`src/rtl/spq_pkg.sv`:
```
package spq_pkg;

  // Default queue depth
  localparam int CAPACITY_DEFAULT = 16;

  localparam int PRIO_W     = 8;
  localparam int CONTENTS_W = 16;

  // Request codes; code 3 is unused and ignored
  typedef enum logic [1:0] {
    REQ_INSERT = 2'd0,
    REQ_REMOVE = 2'd1,
    REQ_PEEK   = 2'd2
  } req_t;

  // Error codes
  typedef enum logic [1:0] {
    ERR_OK    = 2'd0,
    ERR_EMPTY = 2'd1,
    ERR_FULL  = 2'd2
  } err_t;

  // One stored entry
  typedef struct packed {
    logic [PRIO_W-1:0]     prio;
    logic [CONTENTS_W-1:0] contents;
  } entry_t;

  // Control broadcast to every cell of the chain
  typedef struct packed {
    logic                  insert;
    logic                  remove;
    logic [PRIO_W-1:0]     prio;
    logic [CONTENTS_W-1:0] contents;
  } cell_ctrl_t;

endpackage

```
`src/rtl/stable_priority_queue.sv`:
```
// Stable priority queue built as a sorted chain of cells.
// Each request's result is loaded into the output register at its transfer.
// Throughput: one request per cycle while no held result blocks s_tready; every
// cell compares with the new priority in parallel and shifts by one place in the same cycle.
// Reset: synchronous; clears the fill count and the result valid flag,
// cell contents are left as they are and are never read before written.
module stable_priority_queue
  import spq_pkg::*;
#(
  parameter int CAPACITY = CAPACITY_DEFAULT
) (
  input  logic        clk,
  input  logic        rst,
  input  logic        s_tvalid,
  output logic        s_tready,
  input  logic [23:0] s_tdata,   // in_priority[7:0], in_contents[23:8]
  input  logic [1:0]  s_tuser,   // req_type[1:0]
  output logic        m_tvalid,
  input  logic        m_tready,
  output logic [31:0] m_tdata,   // out_contents[15:0], out_priority[23:16],
                                 // is_empty[24], is_full[25], error_code[27:26],
                                 // zero[31:28]
  output logic        m_tuser    // item_valid
);

  localparam int CNT_W = $clog2(CAPACITY + 1);

  logic [CNT_W-1:0] count;
  logic [CNT_W-1:0] count_next;
  logic             accept;
  logic             full;
  logic             empty;
  req_t             req;
  cell_ctrl_t       ctrl;

  entry_t           cell_data  [CAPACITY];
  entry_t           left_data  [CAPACITY];
  entry_t           right_data [CAPACITY];
  logic [CAPACITY-1:0] cell_gt;
  logic [CAPACITY-1:0] left_gt;

  logic             res_item_valid;
  entry_t           res_entry;
  err_t             res_err;

  assign s_tready = !m_tvalid || m_tready;
  assign accept   = s_tvalid && s_tready;
  assign req      = req_t'(s_tuser);
  assign full     = count == CNT_W'(CAPACITY);
  assign empty    = count == '0;

  // Decode the request into chain control
  always_comb begin
    ctrl.insert   = accept && (req == REQ_INSERT) && !full;
    ctrl.remove   = accept && (req == REQ_REMOVE) && !empty;
    ctrl.prio     = s_tdata[7:0];
    ctrl.contents = s_tdata[23:8];
  end

  // Advance the fill count
  always_comb begin
    count_next = count;
    if (ctrl.insert) begin
      count_next = count + CNT_W'(1);
    end else if (ctrl.remove) begin
      count_next = count - CNT_W'(1);
    end
  end

  always_ff @(posedge clk) begin
    if (rst) begin
      count <= '0;
    end else begin
      count <= count_next;
    end
  end

  // Chain of cells, head at index 0
  for (genvar i = 0; i < CAPACITY; i++) begin : g_cell
    if (i == 0) begin : g_head
      assign left_data[i] = '0;
      assign left_gt[i]   = 1'b0;
    end else begin : g_mid
      assign left_data[i] = cell_data[i-1];
      assign left_gt[i]   = cell_gt[i-1];
    end
    if (i == CAPACITY - 1) begin : g_tail
      assign right_data[i] = cell_data[i];
    end else begin : g_body
      assign right_data[i] = cell_data[i+1];
    end

    spq_cell #(
      .INDEX (i),
      .CNT_W (CNT_W)
    ) u_cell (
      .clk        (clk),
      .ctrl       (ctrl),
      .count      (count),
      .left_data  (left_data[i]),
      .left_gt    (left_gt[i]),
      .right_data (right_data[i]),
      .data       (cell_data[i]),
      .gt         (cell_gt[i])
    );
  end

  // Form the result of the request
  always_comb begin
    res_item_valid = 1'b0;
    res_entry      = '0;
    res_err        = ERR_OK;
    case (req)
      REQ_INSERT: begin
        if (full) begin
          res_err = ERR_FULL;
        end
      end
      REQ_REMOVE, REQ_PEEK: begin
        if (empty) begin
          res_err = ERR_EMPTY;
        end else begin
          res_item_valid = 1'b1;
          res_entry      = cell_data[0];
        end
      end
      default: begin
        res_err = ERR_OK;
      end
    endcase
  end

  // Output register: load on transfer in, drop on transfer out
  always_ff @(posedge clk) begin
    if (rst) begin
      m_tvalid <= 1'b0;
    end else if (accept) begin
      m_tvalid <= 1'b1;
    end else if (m_tready) begin
      m_tvalid <= 1'b0;
    end
  end

  always_ff @(posedge clk) begin
    if (accept) begin
      m_tuser        <= res_item_valid;
      m_tdata[15:0]  <= res_entry.contents;
      m_tdata[23:16] <= res_entry.prio;
      m_tdata[24]    <= count_next == '0;
      m_tdata[25]    <= count_next == CNT_W'(CAPACITY);
      m_tdata[27:26] <= res_err;
      m_tdata[31:28] <= '0;
    end
  end

  // Fill count never exceeds the capacity
  a_count_bound: assert property (@(posedge clk) disable iff (rst)
    count <= CNT_W'(CAPACITY))
    else $error("fill count above capacity");

  // Insert into a non-full queue grows it by one
  a_insert_grows: assert property (@(posedge clk) disable iff (rst)
    ctrl.insert |=> count == $past(count) + CNT_W'(1))
    else $error("insert did not grow the queue");

  // A full error is only reported with the full flag set
  a_full_err: assert property (@(posedge clk) disable iff (rst)
    (m_tvalid && (m_tdata[27:26] == ERR_FULL)) |-> m_tdata[25])
    else $error("full error without full flag");

  // A returned item never comes with an error
  a_item_ok: assert property (@(posedge clk) disable iff (rst)
    (m_tvalid && m_tuser) |-> (m_tdata[27:26] == ERR_OK))
    else $error("item returned with error");

endmodule

```
`src/rtl/spq_cell.sv`:
```
module spq_cell
  import spq_pkg::*;
#(
  parameter int INDEX = 0,
  parameter int CNT_W = 5
) (
  input  logic             clk,
  input  cell_ctrl_t       ctrl,
  input  logic [CNT_W-1:0] count,
  input  entry_t           left_data,
  input  logic             left_gt,
  input  entry_t           right_data,
  output entry_t           data,
  output logic             gt
);

  logic valid;

  // Cell holds a live entry when it lies below the fill count
  assign valid = count > CNT_W'(INDEX);

  // Live entry that must move behind the incoming one
  assign gt = valid && (data.prio > ctrl.prio);

  // Shift right on insert, left on remove, otherwise hold
  always_ff @(posedge clk) begin
    if (ctrl.insert) begin
      if (left_gt) begin
        data <= left_data;
      end else if (gt || !valid) begin
        data.prio     <= ctrl.prio;
        data.contents <= ctrl.contents;
      end
    end else if (ctrl.remove) begin
      data <= right_data;
    end
  end

endmodule

```
`config.mk`:
```
export PLATFORM = sky130hd
export DESIGN_NAME = stable_priority_queue
export DESIGN_NICKNAME = d
export VERILOG_FILES = /design/src/rtl/spq_pkg.sv /design/src/rtl/stable_priority_queue.sv /design/src/rtl/spq_cell.sv
export SDC_FILE = /design/constraint.sdc
export NUM_CORES = 1
export LEC_CHECK = 0
export ABC_CLOCK_PERIOD_IN_PS = 6100
export BUFFER_PORTS_ARGS = -buffer_cell sky130_fd_sc_hd__buf_2
export CAP_MARGIN = 30
export CORE_MARGIN = 5
export CORE_UTILIZATION = 45
export CTS_CLUSTER_SIZE = 10
export DETAILED_ROUTE_END_ITERATION = 10
export SLEW_MARGIN = 20
export SYNTH_ARGS = -nofsm -noshare
export SYNTH_HDL_FRONTEND = slang
export SYNTH_SLANG_ARGS = --single-unit
```
`constraint.sdc`:
```
create_clock -name clk -period 6.1 [get_ports clk]
set_input_delay 1.22 -clock clk [delete_from_list [all_inputs] [get_ports clk]]
set_output_delay 1.22 -clock clk [all_outputs]
set_load 0.03 [all_outputs]
```
==> flow_metrics.py, run 1 <==
metrics = {
    "outcome": {
        "status": "finished, final reports clean",
    },
    "timing": {
        "period_needed_ns": 4.12,
        "hold_viol": 0,
        "finClkSkew_ns": 0.0231,
        "relSlewSlack_pct": 30.9,
        "finalSetupViolCount": 0,
        "tns_ns": 0,
        "tightestPinTransition_ns": 1.04,
        "slew_violations": 0,
        "rsz0062_at_grt": "false",
        "period_share_pct": 67.6,
        "max_freq_mhz": 243,
    },
    "die": {
        "dieArea_mm2": 0.0612,
        "core_mm2": 0.0561,
        "fp.dieW_um": 247,
        "ioPinCount": 65,
        "die_h_um": 247,
        "initial_core_util_pct": 45.2,
        "rows": 87,
    },
    "worst_hold_path": {
        "min_path_type": "reg -> reg",
    },
    "yosys": {
        "synth-edff-count": 413,
        "synth-async-reset-ratio_pct": 0,
        "syn_inst": 2588,
        "ys_ff_latch": 419,
        "yosysWarnings": 0,
        "avgSynthCellArea_um2": 9.80,
        "synth_area_mm2": 0.0254,
        "synth_cell_types": 71,
        "yosysSeqAreaShare_pct": 49.4,
        "synth_flop_cell": "edfxtp_1",
    },
    "drt": {
        "vias": 22116,
        "ant_nets": 0,
        "wirelength_mm": 92.4,
        "vias_per_cell": 6.63,
        "dr.pass1.iters": 6,
        "routedWlPerCell_um": 27.7,
        "drcViolationCount": 0,
        "drtIter0Drc": 2414,
    },
    "cells_and_area": {
        "final_common_cell": "nand2_1",
        "final_cell_mix": "623 x nand2_1, 413 x edfxtp_1, 338 x o211ai_1, 301 x o21ai_0, 137 x ha_1",
        "nFillCells": 5180,
        "layout.nets": 2725,
        "finalCoreUtilization_pct": 49.7,
        "syn_to_final_growth_pct": 9.93,
        "drive_above_1_share_pct": 11.2,
    },
    "power_and_ir_drop": {
        "irDropWorstVdd_mv": 0.215,
        "p_int_uw": 5150,
        "power.density_mw_per_mm2": 259,
        "switching_share_pct": 28.6,
        "p_sw_uw": 2060,
        "total_leakage_power_uw": 0.00936,
        "combPwrFrac_pct": 14.3,
        "clockPowerShare_pct": 37.6,
        "p_seq_share_pct": 48.2,
    },
    "run": {
        "cap_violations": 0,
    },
    "place": {
        "gp_congestion": 0.903,
        "dp_hpwl_mm": 65.1,
        "numPortBuffers": 60,
    },
    "cts": {
        "clk_path_buf_depth": 3,
        "cts.sinks": 419,
        "path_clk_slew_ns": 0.06,
        "h-tree-depth": 2,
        "root_buffer": "clkbuf_16",
        "clock_latency_ns": 0.62,
        "cts_tree": "yes",
        "numCtsBuffers": 50,
        "cts.repair.resized": 0,
        "hold_buffers": 0,
        "post_cts_buffers": 0,
    },
    "global_route": {
        "antenna_found_initial": 7,
        "grt_use_total_pct": 29.4,
        "gr-total-overflow": 0,
        "grt_pass1_vias": 21677,
        "grt_pass1_wl_mm": 137,
        "grt_max_degree": 115,
    },
    "critical_path": {
        "worst_ep_required_time_ns": 6.44,
        "crit_type": "in -> reg",
        "r2r_slack_ns": 2.32,
        "worst_ep_arrival_time_ns": 4.46,
        "cp_max_fo": 25,
        "worst_setup_path_start_kind": "input port",
        "crit_path_end_kind": "register",
    },
}
==> final cells by class <==
class | count | area, um^2 | share of cell area [%]
Clock inverter | 11 | 96.3 | 0.346
Inverter | 36 | 135 | 0.485
Tap cell | 756 | 946 | 3.39
Multi-Input combinational cell | 1909 | 11900 | 42.5
Antenna cell | 2 | 5.00 | 0.0180
Timing Repair Buffer | 142 | 1030 | 3.68
Sequential cell | 419 | 12500 | 44.9
Clock buffer | 59 | 1280 | 4.61
==> power groups by stage <==
stage | sequential (uW) | clock [uW] | combinational, uW
5_1_grt | 3480 | 2840 | 1120
4_1_cts | 3470 | 2730 | 999
3_3_place_gp | 3530 | 0 | 955
2_1_floorplan | 3500 | 0 | 633
6_report | 3470 | 2710 | 1030
3_5_place_dp | 3530 | 0 | 995
==> cells in the mapped netlist, drive strengths merged, types with 36 or more instances <==
cell type  number  area share [%]
buf           127             2.8
clkbuf        100             1.5
nand2         623             9.2
edfxtp        413              49
and2           56             1.4
nor2           54            0.84
ha            137             6.8
o21ai         320             6.3
a21oi          38            0.77
o2111ai        47             1.6
inv            36            0.53
o211ai        339              10
==> registers in the layout (all words and copies together), names as in the netlist <==
signal,count
m_tdata,28
g_cell.u_cell.data,384
m_tuser,1
m_tvalid,1
count,5
==> worst max-delay path: stages <==
cell      delay (ns)
buf_2           0.12
inv_1           0.63
ha_1            0.38
a211oi_1        0.24
nor2_1          0.12
and4bb_2        0.71
or2_0           0.52
buf_4           0.35
o211ai_1        0.14
==> per-stage QoR <==
step / worst slack [ns] / cell area [um^2] / instances / hold slack [ns] / total power, uW
after floorplan: 1.45 / 25400 / 2591 / 0.517 / 4130
after global placement: 1.13 / 26300 / 3249 / 0.538 / 4480
after detailed placement: 1.22 / 26400 / 3258 / 0.535 / 4520
after CTS: 1.84 / 27800 / 3328 / 0.555 / 7200
after global routing: 1.89 / 27900 / 3334 / 0.578 / 7440
final: 1.98 / 27900 / 3334 / 0.554 / 7210
==> per-layer routing <==
layer	vias to the layer above	share of wire (%)	track usage, %
met5	-	0.034	0
met4	4	4.5	12.3
met3	260	10	7.29
met2	1238	46	46.4
met1	10930	40	38.8
li1	9684	-	-
==> path summary, 6_finish.rpt <==
kind,from,to,cells after the start
hold reg to reg,g_cell[1].u_cell.data[4]$_DFFE_PP_,g_cell[0].u_cell.data[4]$_DFFE_PP_,2
setup reg to reg,count[0]$_SDFF_PP0_,g_cell[4].u_cell.data[2]$_DFFE_PP_,8
hold / removal,g_cell[1].u_cell.data[4]$_DFFE_PP_,g_cell[0].u_cell.data[4]$_DFFE_PP_,2
setup / recovery,s_tdata[5],g_cell[4].u_cell.data[10]$_DFFE_PP_,9
==> logic make-up after synthesis <==
family / count (synthesis) / synth area share [%]
AND/OR/NAND/NOR: 868 / 15.0
multiplexers: 24 / 1.07
other: 1 / 0.0148
flip-flops: 419 / 49.4
XOR/XNOR: 3 / 0.104
adder cells (fa/ha/maj): 137 / 6.76
buffers and inverters: 263 / 4.86
AO/OA/AOI/OAI: 873 / 22.8
Note: power is estimated with default switching activity, not from simulation.
==> run 2, diff against run 1 <==
ABC_AREA = 1   (was not set)
ABC_CLOCK_PERIOD_IN_PS = 3400   (was 6100)
clock period = 3.4 ns   (was 6.1 ns; I/O delays follow)
==> run 2 against run 1 <==
  * Sequential power up 78%
  * Cell area up 6.9%
  * Count of clock-buffer cells in the layout rose by 10
  * Sequential share of layout area down 2.9 points
  * Critical path depth increased by 1
  * Die area grew 5.7%
  * Area after synthesis rose by 5.9%
  * Setup slack got worse by 1.5 ns
  * Via count rose by 8.2%
  * Highest routed layer is now met4
  * Flip-flop and latch count is the same
  * Synthesized cell count up 31%
==> flow_metrics.py, run 2 <==
metrics = {
    "outcome": {
        "status": "finished, final reports clean",
    },
    "cts": {
        "cts_tree": "yes",
        "path_clk_slew_ns": 0.06,
        "root_buffer": "clkbuf_16",
        "h-tree-depth": 2,
        "hold_buffers": 0,
        "clk_path_buf_depth": 3,
        "post_cts_buffers": 0,
        "cts.sinks": 419,
        "cts.repair.resized": 0,
        "numCtsBuffers": 51,
        "clock_latency_ns": 0.60,
    },
    "die": {
        "die_h_um": 254,
        "initial_core_util_pct": 45.5,
        "fp.dieW_um": 254,
        "dieArea_mm2": 0.0646,
        "ioPinCount": 65,
        "core_mm2": 0.0590,
        "rows": 89,
    },
    "global_route": {
        "gr-total-overflow": 0,
        "antenna_found_initial": 1,
        "grt_use_total_pct": 25.4,
        "grt_pass1_wl_mm": 131,
        "grt_max_degree": 140,
        "grt_pass1_vias": 23318,
    },
    "drt": {
        "drcViolationCount": 0,
        "ant_nets": 0,
        "wirelength_mm": 84.3,
        "routedWlPerCell_um": 20.1,
        "drtIter0Drc": 2512,
        "vias_per_cell": 5.70,
        "vias": 23935,
        "dr.pass1.iters": 6,
    },
    "power_and_ir_drop": {
        "p_seq_share_pct": 47.3,
        "power.density_mw_per_mm2": 439,
        "switching_share_pct": 28.3,
        "combPwrFrac_pct": 14.9,
        "p_sw_uw": 3710,
        "irDropWorstVdd_mv": 0.356,
        "power.total_uw": 13100,
        "p_int_uw": 9380,
        "clockPowerShare_pct": 37.7,
        "total_leakage_power_uw": 0.0141,
    },
    "critical_path": {
        "cpMostUsedCell": "nand2_1",
        "crit_path_end_kind": "register",
        "r2r-end": "m_tdata[24]$_DFFE_PP_",
        "cp_slowest_cell": "nor2_2",
        "cp_max_fo": 12,
        "worst_setup_path_start_kind": "register",
        "worst_ep_arrival_time_ns": 3.28,
        "r2r_slack_ns": 0.47,
        "reg2reg_from": "count[3]$_SDFF_PP0_",
        "cp_cell_sequence": "nor2_2 -> nand3_1 -> nand2_1 -> nand2_2 -> inv_2 -> nand2_1 -> nand2_1 -> nor2_1 -> nand2_1 -> nor2_1",
        "critPathMaxStageDelay_ns": 0.71,
        "crit_type": "reg -> reg",
        "r2r_cells": 10,
        "worst_ep_required_time_ns": 3.75,
    },
    "place": {
        "dpl-instance-area_mm2": 0.0283,
        "dp_hpwl_mm": 59.0,
        "dpl_worst_slack_ns": 0.0422,
        "gp_congestion": 0.883,
        "numPortBuffers": 60,
        "place_inst": 4114,
    },
    "worst_hold_path": {
        "worst_hold_startpoint": "rst",
        "min_path_type": "in -> reg",
        "worstHoldPathCells": 2,
        "hold-path-endpoint": "count[2]$_SDFF_PP0_",
    },
    "yosys": {
        "synth_area_leaders": "edfxtp_1 46%, nand2_1 17%, nand4_1 8.3%, nand3_1 6.6%, ha_1 6.4%",
        "yosysTopAreaCell": "edfxtp_1",
        "syn_inst": 3397,
        "ys_ff_latch": 419,
        "yosysWarnings": 0,
        "synth-async-reset-ratio_pct": 0,
        "synth_area_mm2": 0.0268,
        "synth_common_cells": "1223 x nand2_1, 413 x edfxtp_1, 413 x inv_1",
        "synth_flop_cell": "edfxtp_1",
        "avgSynthCellArea_um2": 7.90,
        "synth_cell_types": 35,
        "yosysMostFrequentCell": "nand2_1",
        "synth-edff-count": 413,
        "synth_top_area_share_pct": 46.2,
        "yosysSeqAreaShare_pct": 46.6,
    },
    "cells_and_area": {
        "reg_top3": "g_cell.u_cell.data x384, m_tdata x28, count x5",
        "nFillCells": 5682,
        "largest_reg_flops": 384,
        "top_register": "g_cell.u_cell.data",
        "antenna_cells": 0,
        "syn_to_final_growth_pct": 11.0,
        "layout.nets": 3564,
        "final_cells": 4199,
        "drive_above_1_share_pct": 8.09,
        "seq_area_mm2": 0.0125,
        "final_cell_area_mm2": 0.0298,
        "multi_input_area_mm2": 0.0118,
        "final_cell_mix": "1223 x nand2_1, 413 x edfxtp_1, 412 x inv_1, 356 x nand4_1, 354 x nand3_1",
        "final_common_cell": "nand2_1",
    },
    "timing": {
        "period_share_pct": 86.2,
        "max_freq_mhz": 341,
        "rsz0062_at_grt": "false",
        "finClkSkew_ns": 0.0193,
        "tightestPinTransition_ns": 0.855,
        "finalSetupViolCount": 0,
        "hold_viol": 0,
        "slew_violations": 0,
        "period_needed_ns": 2.93,
        "relSlewSlack_pct": 42.9,
        "layout_setup_ws_ns": 0.469,
        "tns_ns": 0,
    },
    "run": {
        "cap_violations": 0,
    },
}
## run 2: worst max-delay path, delay by kind of cell (launching register included)
family,cells,cell delay (ns)
simple gates,9,1.79
flops,1,0.40
buf+inv,1,0.48
## run 2: worst max path at each step
stage / startpoint / endpoint / slack (ns) / cells past startpoint
CTS: count[3]$_SDFF_PP0_ / m_tdata[24]$_DFFE_PP_ / 0.42 / 10
finish: count[3]$_SDFF_PP0_ / m_tdata[24]$_DFFE_PP_ / 0.47 / 10
detailed placement: s_tdata[1] / g_cell[11].u_cell.data[12]$_DFFE_PP_ / 0.04 / 13
global route: count[3]$_SDFF_PP0_ / m_tdata[25]$_DFFE_PP_ / 0.26 / 10
global placement: s_tdata[1] / g_cell[11].u_cell.data[12]$_DFFE_PP_ / 0.06 / 13
floorplan: m_tready / g_cell[6].u_cell.data[0]$_DFFE_PP_ / -0.16 / 9
## run 2: metrics by stage
stage | hold WS (ns) | utilization, %
after detailed placement | 0.510 | 48.0
after floorplan | 0.495 | -
after global routing | 0.345 | 50.5
after global placement | 0.508 | 48.0
final | 0.348 | 50.5
after CTS | 0.326 | 50.4
## run 2: cell type report
class	count	area share, %
Clock inverter	13	0.231
Sequential cell	419	42.0
Inverter	428	5.43
Clock buffer	69	4.58
Timing Repair Buffer	177	4.79
Multi-Input combinational cell	2320	39.7
Tap cell	773	3.25
## run 2: metal layers
| metal | wire, um | global-route usage, % | vias to the layer above |
|---|---|---|---|
| met5 | 0 | 0 | - |
| met4 | 3520 | 9.90 | 0 |
| met3 | 6010 | 4.98 | 223 |
| met2 | 41000 | 43.1 | 890 |
| met1 | 33800 | 32.3 | 11413 |
| li1 | - | - | 11409 |
## run 2: cells by family (layout without fill, tap and decap cells)
logic type      count (synthesis)  after routing  share of synthesized area (%)
compound gates                154            154                           3.45
other cells                     1              4                         0.0140
buf+inv                       661            687                           9.78
fa+ha+maj                     137            137                           6.39
simple gates                 2022           2022                           33.6
flops                         419            419                           46.6
xor+xnor                        3              3                         0.0979
## run 2: power by group through the flow
stage | Sequential (uW) | Combinational, uW | Clock, uW
finish | 6190 | 1960 | 4940
global route | 6210 | 2180 | 5230
CTS | 6190 | 1940 | 5020
detailed placement | 6300 | 1930 | 0
global placement | 6300 | 1880 | 0
floorplan | 6270 | 1280 | 0
==> run 3, diff against run 2 <==
MAX_ROUTING_LAYER = met4   (was not set)
==> run 3 against run 2 <==
  * Maximum frequency down 7.6%
  * Cell count about the same
  * Via count down 0.39%
  * Combinational power about the same
  * Sequential share of layout area about the same
  * Utilization about the same
  * Clock skew down 0.0090 ns
  * Sequential power about the same
  * First-iteration DRC count down 14%
  * Register-to-register slack worse by 0.24 ns
  * Routed wire length up 0.52%
==> flow_metrics.py, run 3 (same netlist as run 2, synthesis figures left out) <==
metrics = {
    "outcome": {
        "status": "finished, final reports clean",
    },
    "drt": {
        "ant_nets": 0,
        "drcViolationCount": 0,
        "dr.pass1.iters": 6,
        "vias": 23842,
        "vias_per_cell": 5.68,
        "drtIter0Drc": 2155,
        "routedWlPerCell_um": 20.2,
        "wirelength_mm": 84.7,
    },
    "cells_and_area": {
        "antenna_cells": 0,
        "top_register": "g_cell.u_cell.data",
        "largest_reg_flops": 384,
        "nFillCells": 5745,
        "final_cell_area_mm2": 0.0298,
        "layout.nets": 3567,
        "final_common_cell": "nand2_1",
        "drive_above_1_share_pct": 8.26,
        "reg_top3": "g_cell.u_cell.data x384, m_tdata x28, count x5",
        "syn_to_final_growth_pct": 11.0,
        "final_cell_mix": "1223 x nand2_1, 413 x edfxtp_1, 412 x inv_1, 356 x nand4_1, 354 x nand3_1",
    },
    "critical_path": {
        "r2r_cells": 7,
        "cp_num_buf_inv": 2,
        "worst_setup_path_start_kind": "register",
        "timing.critical_path.max_delay_family": "compound AO/OA/AOI/OAI gates",
        "r2r_slack_ns": 0.23,
        "crit_type": "reg -> reg",
        "cp_slowest_cell": "a21oi_4",
        "worst_ep_arrival_time_ns": 3.47,
        "cp_cell_sequence": "nor2_2 -> a21oi_4 -> o21a_1 -> buf_4 -> nand3_4 -> a31oi_4 -> buf_12",
        "crit_path_end_kind": "register",
        "cp_max_fo": 27,
        "worst_ep_required_time_ns": 3.69,
        "reg2reg_from": "count[3]$_SDFF_PP0_",
        "r2r-end": "g_cell[10].u_cell.data[10]$_DFFE_PP_",
        "critPathMaxStageDelay_ns": 0.62,
    },
    "cts": {
        "cts_tree": "yes",
        "root_buffer": "clkbuf_16",
        "h-tree-depth": 2,
        "hold_buffers": 0,
        "numCtsBuffers": 51,
        "clk_path_buf_depth": 3,
        "cts.repair.resized": 0,
        "post_cts_buffers": 0,
        "cts.sinks": 419,
        "path_clk_slew_ns": 0.06,
        "clock_latency_ns": 0.60,
    },
    "power_and_ir_drop": {
        "total_leakage_power_uw": 0.0141,
        "irDropWorstVdd_mv": 0.377,
        "power.density_mw_per_mm2": 437,
    },
    "timing": {
        "tightestPinTransition_ns": 0.897,
        "slew_violations": 0,
        "finClkSkew_ns": 0.0103,
        "period_share_pct": 93.3,
        "finalSetupViolCount": 0,
        "rsz0062_at_grt": "false",
        "worst_hold_slack_ns": 0.347,
        "relSlewSlack_pct": 40.1,
        "period_needed_ns": 3.17,
        "hold_viol": 0,
        "max_freq_mhz": 315,
    },
    "die": {
        "dieArea_mm2": 0.0646,
        "fp.dieW_um": 254,
        "initial_core_util_pct": 45.5,
        "rows": 89,
        "die_h_um": 254,
        "core_mm2": 0.0590,
        "ioPinCount": 65,
    },
    "place": {
        "dp_hpwl_mm": 59.6,
        "numPortBuffers": 60,
        "gp_congestion": 0.883,
        "dpl-instance-area_mm2": 0.0284,
    },
    "worst_hold_path": {
        "worst_hold_startpoint": "rst",
        "min_path_type": "in -> reg",
        "worstHoldPathCells": 2,
        "hold-path-endpoint": "count[0]$_SDFF_PP0_",
    },
    "global_route": {
        "antenna_found_initial": 0,
        "grt_max_degree": 115,
        "grt_pass1_wl_mm": 131,
        "gr-total-overflow": 0,
        "grt_use_total_pct": 26.3,
        "grt_pass1_vias": 23267,
    },
    "run": {
        "cap_violations": 0,
    },
}
[run 3: cell count changes in the layout (fill, tap and decap cells not counted), sizes merged]
| cell | delta |
|---|---|
| buf | +3 |
| clkbuf | -6 |
| inv | +2 |
[run 3: area by class of cell]
type                            instances  area (um^2)  share of cell area, %
Clock inverter                         15         77.6                  0.260
Timing Repair Buffer                  180         1450                   4.87
Inverter                              428         1620                   5.43
Multi-Input combinational cell       2320        11800                   39.7
Sequential cell                       419        12500                   42.0
Tap cell                              773          967                   3.25
Clock buffer                           63         1320                   4.44
[run 3: per-layer routing]
| layer | wire (um) | global-route usage (%) |
|---|---|---|
| met3 | 5560 | 4.47 |
| met1 | 34500 | 32.5 |
| met5 | 0 | - |
| met2 | 41300 | 43.4 |
| met4 | 3450 | 9.94 |
[run 3: worst max-delay path by stage]
stage / startpoint / to / slack [ns] / depth (start not counted)
floorplan: m_tready / g_cell[6].u_cell.data[0]$_DFFE_PP_ / -0.16 / 9
global placement: s_tdata[2] / g_cell[11].u_cell.data[4]$_DFFE_PP_ / 0.15 / 13
detailed placement: s_tdata[3] / g_cell[11].u_cell.data[12]$_DFFE_PP_ / 0.09 / 13
CTS: count[3]$_SDFF_PP0_ / g_cell[10].u_cell.data[10]$_DFFE_PP_ / 0.24 / 7
global route: count[3]$_SDFF_PP0_ / g_cell[10].u_cell.data[5]$_DFFE_PP_ / 0.07 / 7
finish: count[3]$_SDFF_PP0_ / g_cell[10].u_cell.data[10]$_DFFE_PP_ / 0.23 / 7
[run 3: power by group]
part | switching [uW] | internal [uW]
logic | 1370 | 593
clock network | 2170 | 2710
registers | 173 | 6020
total | 3710 | 9320
[run 3: through the flow]
stage	worst slack, ns	utilization [%]	cells	power, uW	setup TNS, ns
after detailed placement	0.0941	48.1	4118	8230	0
after global placement	0.150	48.1	4118	8180	0
after global routing	0.0718	50.5	4198	13600	0
final	0.227	50.5	4198	13000	0
after floorplan	-0.157	-	3400	7550	-10.99
after CTS	0.240	50.4	4196	13100	0
